--- src/dns_query_to_fixed_answer_defines.svh ---
// Assertion macros for the DNS fixed-answer responder.
// Used by the top level only; expects clk_i and rst_ni in scope.
`ifndef DNS_QUERY_TO_FIXED_ANSWER_DEFINES_SVH
`define DNS_QUERY_TO_FIXED_ANSWER_DEFINES_SVH

// same-cycle implication
`define DQFA_ASSERT_IMP(lbl, ante, cons, msg) \
  lbl: assert property (@(posedge clk_i) disable iff (!rst_ni) (ante) |-> (cons)) \
    else $error(msg);

// next-cycle implication
`define DQFA_ASSERT_NXT(lbl, ante, cons, msg) \
  lbl: assert property (@(posedge clk_i) disable iff (!rst_ni) (ante) |=> (cons)) \
    else $error(msg);

`endif

--- src/dqfa_pkg.sv ---
// Shared types, constants and the answer-record table for the DNS responder.
// No dependencies.
`default_nettype none

package dqfa_pkg;

  localparam int unsigned MAX_FRAME_BYTES = 512;
  localparam int unsigned MAX_ANSWERS     = 3;
  localparam int unsigned QDEPTH          = 4;
  localparam int unsigned QPTR_W          = $clog2(QDEPTH);
  localparam int unsigned QCNT_W          = $clog2(QDEPTH + 1);

  // frame status codes
  localparam logic [2:0] ST_OK           = 3'd0;
  localparam logic [2:0] ST_OVERSIZE     = 3'd1;
  localparam logic [2:0] ST_NO_QUESTIONS = 3'd2;
  localparam logic [2:0] ST_MALFORMED    = 3'd3;
  localparam logic [2:0] ST_TOO_MANY     = 3'd4;

  // parser phases
  localparam logic [1:0] PH_HEADER = 2'd0;
  localparam logic [1:0] PH_LENGTH = 2'd1;
  localparam logic [1:0] PH_SKIP   = 2'd2;
  localparam logic [1:0] PH_TRAIL  = 2'd3;

  // register byte address index
  localparam logic REG_TARGET_IP = 1'b0;

  typedef struct packed {
    logic [7:0] data_byte;
    logic       frame_end;
  } in_item_t;

  typedef struct packed {
    logic [7:0] resp_byte;
    logic       resp_last;
    logic [2:0] frame_status;
  } out_item_t;

  // work handed from the parser to the emitter
  typedef struct packed {
    logic       echo_en;
    logic [7:0] echo_byte;
    logic       fin;
    logic [2:0] status;
    logic [1:0] ans_cnt;
  } cmd_t;

  // one byte of the 16-byte A record
  function automatic logic [7:0] ans_byte(input logic [3:0] idx, input logic [31:0] ip);
    logic [7:0] v;
    unique case (idx)
      4'd0:    v = 8'hC0;
      4'd1:    v = 8'h0C;
      4'd3:    v = 8'h01;
      4'd5:    v = 8'h01;
      4'd9:    v = 8'h1E;
      4'd11:   v = 8'h04;
      4'd12:   v = ip[31:24];
      4'd13:   v = ip[23:16];
      4'd14:   v = ip[15:8];
      4'd15:   v = ip[7:0];
      default: v = 8'h00;
    endcase
    return v;
  endfunction

endpackage

`default_nettype wire

--- src/dns_query_to_fixed_answer.sv ---
// A pushed query byte passes through the command queue and then the output register.
// Throughput: one query byte per cycle; a frame end with answers holds the emitter
// for one 16-byte record per answer (plus the echo byte), the 4-entry command queue
// absorbing the following bytes until it fills and input stalls.
// Reset: asynchronous, active low; clears parser, queue and output valid; target_ip
// returns to 0.
`default_nettype none
`include "dns_query_to_fixed_answer_defines.svh"

module dns_query_to_fixed_answer import dqfa_pkg::*; (
  input  wire logic        clk_i,
  input  wire logic        rst_ni,
  input  wire logic        in_valid_i,
  output logic             in_stall_o,
  input  wire in_item_t    in_item_i,
  output logic             out_valid_o,
  input  wire logic        out_stall_i,
  output out_item_t        out_item_o,
  input  wire logic        psel,
  input  wire logic        penable,
  input  wire logic        pwrite,
  input  wire logic [2:0]  paddr,
  input  wire logic [31:0] pwdata,
  output logic [31:0]      prdata,
  output logic             pready
);

  logic [31:0] target_ip_q;
  logic        accept, push, pop, empty, full;
  cmd_t        cmd, head;

  assign pready = 1'b1;
  assign prdata = (paddr[2] == REG_TARGET_IP) ? target_ip_q : 32'h0;

  always_ff @(posedge clk_i or negedge rst_ni) begin
    if (!rst_ni) begin
      target_ip_q <= '0;
    end else if (psel && penable && pwrite && paddr[2] == REG_TARGET_IP) begin
      target_ip_q <= pwdata;
    end
  end

  assign in_stall_o = full;
  assign accept     = in_valid_i && !full;

  dqfa_front u_front (
    .clk_i    (clk_i),
    .rst_ni   (rst_ni),
    .accept_i (accept),
    .item_i   (in_item_i),
    .push_o   (push),
    .cmd_o    (cmd)
  );

  dqfa_queue u_queue (
    .clk_i   (clk_i),
    .rst_ni  (rst_ni),
    .push_i  (push),
    .cmd_i   (cmd),
    .pop_i   (pop),
    .head_o  (head),
    .empty_o (empty),
    .full_o  (full)
  );

  dqfa_back u_back (
    .clk_i       (clk_i),
    .rst_ni      (rst_ni),
    .head_i      (head),
    .empty_i     (empty),
    .pop_o       (pop),
    .target_ip_i (target_ip_q),
    .out_valid_o (out_valid_o),
    .out_stall_i (out_stall_i),
    .out_item_o  (out_item_o)
  );

  `DQFA_ASSERT_IMP(a_status_on_last, out_valid_o && out_item_o.frame_status != ST_OK,
    out_item_o.resp_last, "nonzero status on a non-final item")
  `DQFA_ASSERT_IMP(a_drop_byte_zero, out_valid_o && out_item_o.frame_status != ST_OK,
    out_item_o.resp_byte == 8'h00, "dropped frame item carries data")
  `DQFA_ASSERT_NXT(a_pop_frees_slot, pop && !push && full, !in_stall_o,
    "queue stays full after a pop")

endmodule

`default_nettype wire

--- src/dqfa_front.sv ---
// Query parser: walks header and questions, classifies each byte into a command.
// Depends on dqfa_pkg.
`default_nettype none

module dqfa_front import dqfa_pkg::*; (
  input  wire logic     clk_i,
  input  wire logic     rst_ni,
  input  wire logic     accept_i,
  input  wire in_item_t item_i,
  output logic          push_o,
  output cmd_t          cmd_o
);

  logic [9:0]  bpos_q, bpos_d;
  logic [15:0] qt_q, qt_d;
  logic [15:0] qd_q, qd_d;
  logic [1:0]  phase_q, phase_d;
  logic [7:0]  skip_q, skip_d;
  logic        ovs_q, ovs_d;

  logic [7:0]  b, ob, skip_dec;
  logic        echo;
  logic [2:0]  cause;

  always_comb begin
    b        = item_i.data_byte;
    ob       = b;
    echo     = 1'b0;
    ovs_d    = ovs_q | (bpos_q >= 10'(MAX_FRAME_BYTES));
    bpos_d   = (bpos_q != 10'h3FF) ? bpos_q + 10'd1 : bpos_q;
    qt_d     = qt_q;
    qd_d     = qd_q;
    phase_d  = phase_q;
    skip_d   = skip_q;
    skip_dec = (skip_q != 8'd0) ? skip_q - 8'd1 : skip_q;

    unique case (phase_q)
      PH_HEADER: begin
        echo = 1'b1;
        unique if (bpos_q == 10'd2) ob = 8'h81;
        else if (bpos_q == 10'd3) ob = 8'h80;
        else if (bpos_q == 10'd4) qt_d = {b, qt_q[7:0]};
        else if (bpos_q == 10'd5) qt_d = {qt_q[15:8], b};
        else if (bpos_q == 10'd6) ob = qt_q[15:8];
        else if (bpos_q == 10'd7) ob = qt_q[7:0];
        else if (bpos_q >= 10'd8) ob = 8'h00;
        else ob = b;
        if (bpos_q >= 10'd11) begin
          phase_d = (qt_d != 16'd0) ? PH_LENGTH : PH_TRAIL;
        end
      end
      PH_LENGTH: begin
        echo = 1'b1;
        if (b == 8'd0) begin
          if (qd_q != 16'hFFFF) qd_d = qd_q + 16'd1;
          skip_d = 8'd4;
        end else begin
          skip_d = b;
        end
        phase_d = PH_SKIP;
      end
      PH_SKIP: begin
        echo   = 1'b1;
        skip_d = skip_dec;
        if (skip_dec == 8'd0) begin
          phase_d = (qd_q >= qt_q) ? PH_TRAIL : PH_LENGTH;
        end
      end
      default: ;
    endcase

    // drop cause, by priority
    priority if (ovs_d) cause = ST_OVERSIZE;
    else if (phase_d == PH_HEADER) cause = ST_MALFORMED;
    else if (qt_d == 16'd0) cause = ST_NO_QUESTIONS;
    else if (qt_d > 16'(MAX_ANSWERS)) cause = ST_TOO_MANY;
    else if (phase_d != PH_TRAIL) cause = ST_MALFORMED;
    else cause = ST_OK;

    cmd_o.fin       = item_i.frame_end;
    cmd_o.echo_en   = echo && !(item_i.frame_end && cause != ST_OK);
    cmd_o.echo_byte = ob;
    cmd_o.status    = item_i.frame_end ? cause : ST_OK;
    cmd_o.ans_cnt   = qt_d[1:0];
    push_o          = accept_i && (echo || item_i.frame_end);
  end

  always_ff @(posedge clk_i or negedge rst_ni) begin
    if (!rst_ni) begin
      bpos_q  <= '0;
      qt_q    <= '0;
      qd_q    <= '0;
      phase_q <= PH_HEADER;
      skip_q  <= '0;
      ovs_q   <= 1'b0;
    end else if (accept_i) begin
      if (item_i.frame_end) begin
        bpos_q  <= '0;
        qt_q    <= '0;
        qd_q    <= '0;
        phase_q <= PH_HEADER;
        skip_q  <= '0;
        ovs_q   <= 1'b0;
      end else begin
        bpos_q  <= bpos_d;
        qt_q    <= qt_d;
        qd_q    <= qd_d;
        phase_q <= phase_d;
        skip_q  <= skip_d;
        ovs_q   <= ovs_d;
      end
    end
  end

endmodule

`default_nettype wire

--- src/dqfa_queue.sv ---
// Small command queue between parser and emitter.
// Depends on dqfa_pkg.
`default_nettype none

module dqfa_queue import dqfa_pkg::*; (
  input  wire logic clk_i,
  input  wire logic rst_ni,
  input  wire logic push_i,
  input  wire cmd_t cmd_i,
  input  wire logic pop_i,
  output cmd_t      head_o,
  output logic      empty_o,
  output logic      full_o
);

  cmd_t              mem_q [QDEPTH];
  logic [QPTR_W-1:0] wr_q, rd_q;
  logic [QCNT_W-1:0] cnt_q;

  assign empty_o = (cnt_q == '0);
  assign full_o  = (cnt_q == QCNT_W'(QDEPTH));
  assign head_o  = mem_q[rd_q];

  always_ff @(posedge clk_i) begin
    if (push_i) begin
      mem_q[wr_q] <= cmd_i;
    end
  end

  always_ff @(posedge clk_i or negedge rst_ni) begin
    if (!rst_ni) begin
      wr_q  <= '0;
      rd_q  <= '0;
      cnt_q <= '0;
    end else begin
      if (push_i) wr_q <= wr_q + QPTR_W'(1);
      if (pop_i)  rd_q <= rd_q + QPTR_W'(1);
      cnt_q <= cnt_q + QCNT_W'(push_i) - QCNT_W'(pop_i);
    end
  end

endmodule

`default_nettype wire

--- src/dqfa_back.sv ---
// Emitter: turns queued commands into response items through an output register.
// Depends on dqfa_pkg.
`default_nettype none

module dqfa_back import dqfa_pkg::*; (
  input  wire logic        clk_i,
  input  wire logic        rst_ni,
  input  wire cmd_t        head_i,
  input  wire logic        empty_i,
  output logic             pop_o,
  input  wire logic [31:0] target_ip_i,
  output logic             out_valid_o,
  input  wire logic        out_stall_i,
  output out_item_t        out_item_o
);

  logic       out_valid_q;
  out_item_t  out_q, out_d;
  logic       echo_done_q, echo_done_d;
  logic [1:0] ans_q, ans_d;
  logic [3:0] idx_q, idx_d;
  logic       load, rec_last;

  assign load     = (!out_valid_q || !out_stall_i) && !empty_i;
  assign rec_last = (2'(ans_q + 2'd1) == head_i.ans_cnt) && (idx_q == 4'd15);

  always_comb begin
    out_d       = out_q;
    pop_o       = 1'b0;
    echo_done_d = echo_done_q;
    ans_d       = ans_q;
    idx_d       = idx_q;
    if (load) begin
      priority if (head_i.echo_en && !echo_done_q) begin
        out_d = '{resp_byte: head_i.echo_byte, resp_last: 1'b0, frame_status: ST_OK};
        if (head_i.fin) echo_done_d = 1'b1;
        else pop_o = 1'b1;
      end else if (head_i.status != ST_OK) begin
        // dropped frame: a single status item
        out_d       = '{resp_byte: 8'h00, resp_last: 1'b1, frame_status: head_i.status};
        pop_o       = 1'b1;
        echo_done_d = 1'b0;
      end else begin
        out_d = '{resp_byte: ans_byte(idx_q, target_ip_i), resp_last: rec_last,
                  frame_status: ST_OK};
        idx_d = idx_q + 4'd1;
        if (idx_q == 4'd15) begin
          if (rec_last) begin
            pop_o       = 1'b1;
            ans_d       = 2'd0;
            echo_done_d = 1'b0;
          end else begin
            ans_d = ans_q + 2'd1;
          end
        end
      end
    end
  end

  always_ff @(posedge clk_i or negedge rst_ni) begin
    if (!rst_ni) begin
      out_valid_q <= 1'b0;
      echo_done_q <= 1'b0;
      ans_q       <= '0;
      idx_q       <= '0;
    end else begin
      if (!out_valid_q || !out_stall_i) out_valid_q <= !empty_i;
      echo_done_q <= echo_done_d;
      ans_q       <= ans_d;
      idx_q       <= idx_d;
    end
  end

  always_ff @(posedge clk_i) begin
    out_q <= out_d;
  end

  assign out_valid_o = out_valid_q;
  assign out_item_o  = out_q;

endmodule

`default_nettype wire
--- config.mk ---
export PLATFORM = sky130hd
export DESIGN_NAME = dns_query_to_fixed_answer
export DESIGN_NICKNAME = d
export VERILOG_FILES = /design/src/dqfa_pkg.sv /design/src/dns_query_to_fixed_answer.sv /design/src/dqfa_front.sv /design/src/dqfa_queue.sv /design/src/dqfa_back.sv
export VERILOG_INCLUDE_DIRS = /design/src /design/src/src
export SDC_FILE = /design/constraint.sdc
export NUM_CORES = 1
export LEC_CHECK = 0
export BUFFER_PORTS_ARGS = -buffer_cell sky130_fd_sc_hd__buf_2
export CORE_ASPECT_RATIO = 0.7
export CORE_MARGIN = 5
export CORE_UTILIZATION = 50
export DETAILED_ROUTE_END_ITERATION = 12
export GPL_ROUTABILITY_DRIVEN = 0
export GPL_TIMING_DRIVEN = 0
export PLACE_DENSITY = 0.69
export SYNTH_ARGS = -nofsm -noshare
export SYNTH_HDL_FRONTEND = slang
export SYNTH_SLANG_ARGS = --single-unit
--- constraint.sdc ---
create_clock -name clk_i -period 8.82 [get_ports clk_i]
set_clock_uncertainty 0.05 [all_clocks]
set_input_delay 1.323 -clock clk_i [delete_from_list [all_inputs] [get_ports clk_i]]
set_output_delay 1.323 -clock clk_i [all_outputs]
set_load 0.02 [all_outputs]
==> flow_summary.yaml <==
outcome:
  outcome: "finished clean"
global_routing:
  grt_max_degree: 67
  gr-total-overflow: 0
  grt_pass1_wl_um: 38100
  antenna_found_initial: 0
  track_usage_pct: 22.7
  grt_pass1_vias: 6838
critical_path:
  end_kind: "register"
  rrSetupSlack_ns: 5.29
  crit_type: "in -> reg"
  critPathArrivalTime_ns: 3.89
  path_max_fanout: 16
  required_ns: 9.12
  crit_path_start_kind: "input port"
worst_hold_path:
  min_path_type: "reg -> reg"
clock_network:
  htreeDepth: 4
  ctsHoldBuffers: 0
  cts_tree: "yes"
  cts_setup_buffers: 0
  cts_resized: 0
  clkLatencyLatePin_ns: 0.44
  cts_root_buf: "clkbuf_16"
  cts_sinks: 172
  numCtsBuffers: 17
  clk_pin_slew_ns: 0.06
  clockBufferDepth: 2
synthesis:
  synth_fa_ha_area_share_pct: 4.55
  netlist_area_sq_um: 9250
  yosysWarnings: 0
  synth_compound_gate_area_share_pct: 14.1
  yosysSeqAreaShare_pct: 50.4
  synth_cell_types: 77
  muxShareOfSynthArea_pct: 8.42
  synth.top_cell.area_share_pct: 27.1
  synth_top_family_by_area: "simple AND/OR/NAND/NOR gates"
  synth-edff-count: 72
  synthSimpleGateAreaFrac_pct: 15.4
  ys.flop_type: "dfrtp_1"
  synth.most_common_cell: "dfrtp_1"
  synth.area.top_cells: "dfrtp_1, edfxtp_1, ha_1"
  syn_nets: 911
  synth_seq_cells: 172
  synth_cells: 827
  yosysTopAreaCell: "dfrtp_1"
  avgSynthCellArea_sq_um: 11.2
  synth-xor-area-share_pct: 2.65
  synth_common_cells: "dfrtp_1, edfxtp_1, nor2_1, nand2_1, inv_1"
  synthArstFlopShare_pct: 58.1
die:
  ios: 98
  die-area_sq_um: 21400
  die_y_um: 124
  core_sq_um: 18100
  initial_core_util_pct: 51.1
  num_rows: 41
  fp.dieW_um: 173
layout:
  n_antenna_cell: 0
  drive_gt1_share_pct: 21.5
  syn_to_final_growth_pct: 15.1
  final_cells: 1190
  layout.nets: 1025
  finish.utilization_pct: 58.8
sta:
  fin_crit_sh_pct: 40.6
  final.setup.tns_ns: 0
  fin_crit_ns: 3.58
  tightest_slew_ns: 1.19
  relSlewSlack_pct: 20.6
  max_freq_ghz: 0.279
  rsz0062_at_grt: "no"
  drv_slew: 0
  finalHoldViolations: 0
  setup_violations: 0
place:
  place_inst: 1158
  io_buffers: 94
  hpwl_um: 17800
run:
  cap_viol_max_count: 0
routing:
  drt_iter0_markers: 792
  firstDrtPassIters: 5
  wire_per_inst_um: 20.1
  finalWirelength_um: 23900
  vias_per_cell: 5.90
  ant_nets: 0
  drcViolationCount: 0
  vias: 7026
pwr:
  power_mw: 3.49
  p_per_area_nw_per_um2: 328
  peakVddDrop_v: 0.000200
  p_leak_nw: 4.47
==> layer usage <==
metal  part of all wire (%)  wire [um]  up-vias  track usage, %
li1                       -          -     3284               -
met1                     49      11700     3466            35.9
met2                     41       9820      244            30.7
met3                    8.5       2040       32            5.25
met4                    1.3        316        0            6.63
met5                      0          0        -               0
==> power by group <==
part,internal [mW],switching (mW),leakage (nW)
Combinational,0.579,0.901,2.21
Clock,0.417,0.347,0.296
Sequential,1.11,0.135,1.96
Total,2.11,1.38,4.47
==> cells by family (layout without fill, tap and decap cells) <==
logic type	Yosys count	count (layout)
and+or+nand+nor	259	259
AOI/OAI and AO/OA	184	184
DFF	172	172
buffers and inverters	95	222
muxes	55	55
adders and majority gates	33	33
xor gates and xnor gates	28	28
other	1	1
==> cells in the final DEF (no fill, tap or decap), types with 25 or more instances in the layout <==
cell / Yosys / layout
dfrtp_1: 100 / 100
buf_2: 6 / 99
edfxtp_1: 72 / 72
nor2_1: 55 / 55
nand2_1: 53 / 53
inv_1: 47 / 47
nor2b_1: 38 / 38
o21ai_0: 34 / 34
mux2_2: 32 / 32
ha_1: 32 / 32
clkbuf_1: 31 / 31
xnor2_1: 25 / 25
a22oi_1: 25 / 25
==> final timing paths <==
check / cells after the start / endpoint / startpoint
worst min-delay path: 1 / u_queue.cnt_q[2] / u_queue.cnt_q[2]
min in group asynchronous: 1 / u_front.skip_q[3] / rst_ni
worst min register to register: 1 / u_queue.cnt_q[2] / u_queue.cnt_q[2]
worst max register to register: 13 / u_queue.cnt_q[2] / u_queue.rd_q[1]
max in group asynchronous: 2 / u_front.qt_q[1] / rst_ni
worst max-delay path: 11 / u_queue.cnt_q[2] / out_stall_i
==> area by class of cell <==
type                            count  area [sq um]
Fill cell                        1512          7470
Sequential cell                   172          4660
Multi-Input combinational cell    560          4180
Timing Repair Buffer               95           500
Clock buffer                       18           450
Tap cell                          236           295
Buffer                             48           230
Inverter                           47           176
Clock inverter                     14           146
==> registers in the layout, summed over array words and instances, names as in the netlist, 3 cells and up <==
signal and count:
u_queue.mem_q 60, target_ip_q 32, u_front.qd_q 16, u_front.qt_q 16, u_back.out_item_o 12, u_front.bpos_q 10
u_front.skip_q 8, u_back.idx_q 4, u_queue.cnt_q 3
==> metrics by stage <==
stage	hold slack, ns	area (sq um)	worst slack [ns]
after floorplan	0.410	9250	5.01
after global placement	0.430	10000	4.37
after detailed placement	0.457	10000	4.85
after CTS	0.472	10600	5.26
after global routing	0.480	10600	5.04
final	0.457	10600	5.24
==> critical path, cell delays in order <==
cell,delay (ns)
buf_2,0.11
a21oi_2,0.77
o21ai_0,0.26
a21oi_2,0.26
ha_1,0.26
inv_1,0.05
ha_1,0.12
inv_1,0.04
fa_1,0.37
xnor2_1,0.17
xnor2_1,0.14
Power figures use the tool's default switching activity.
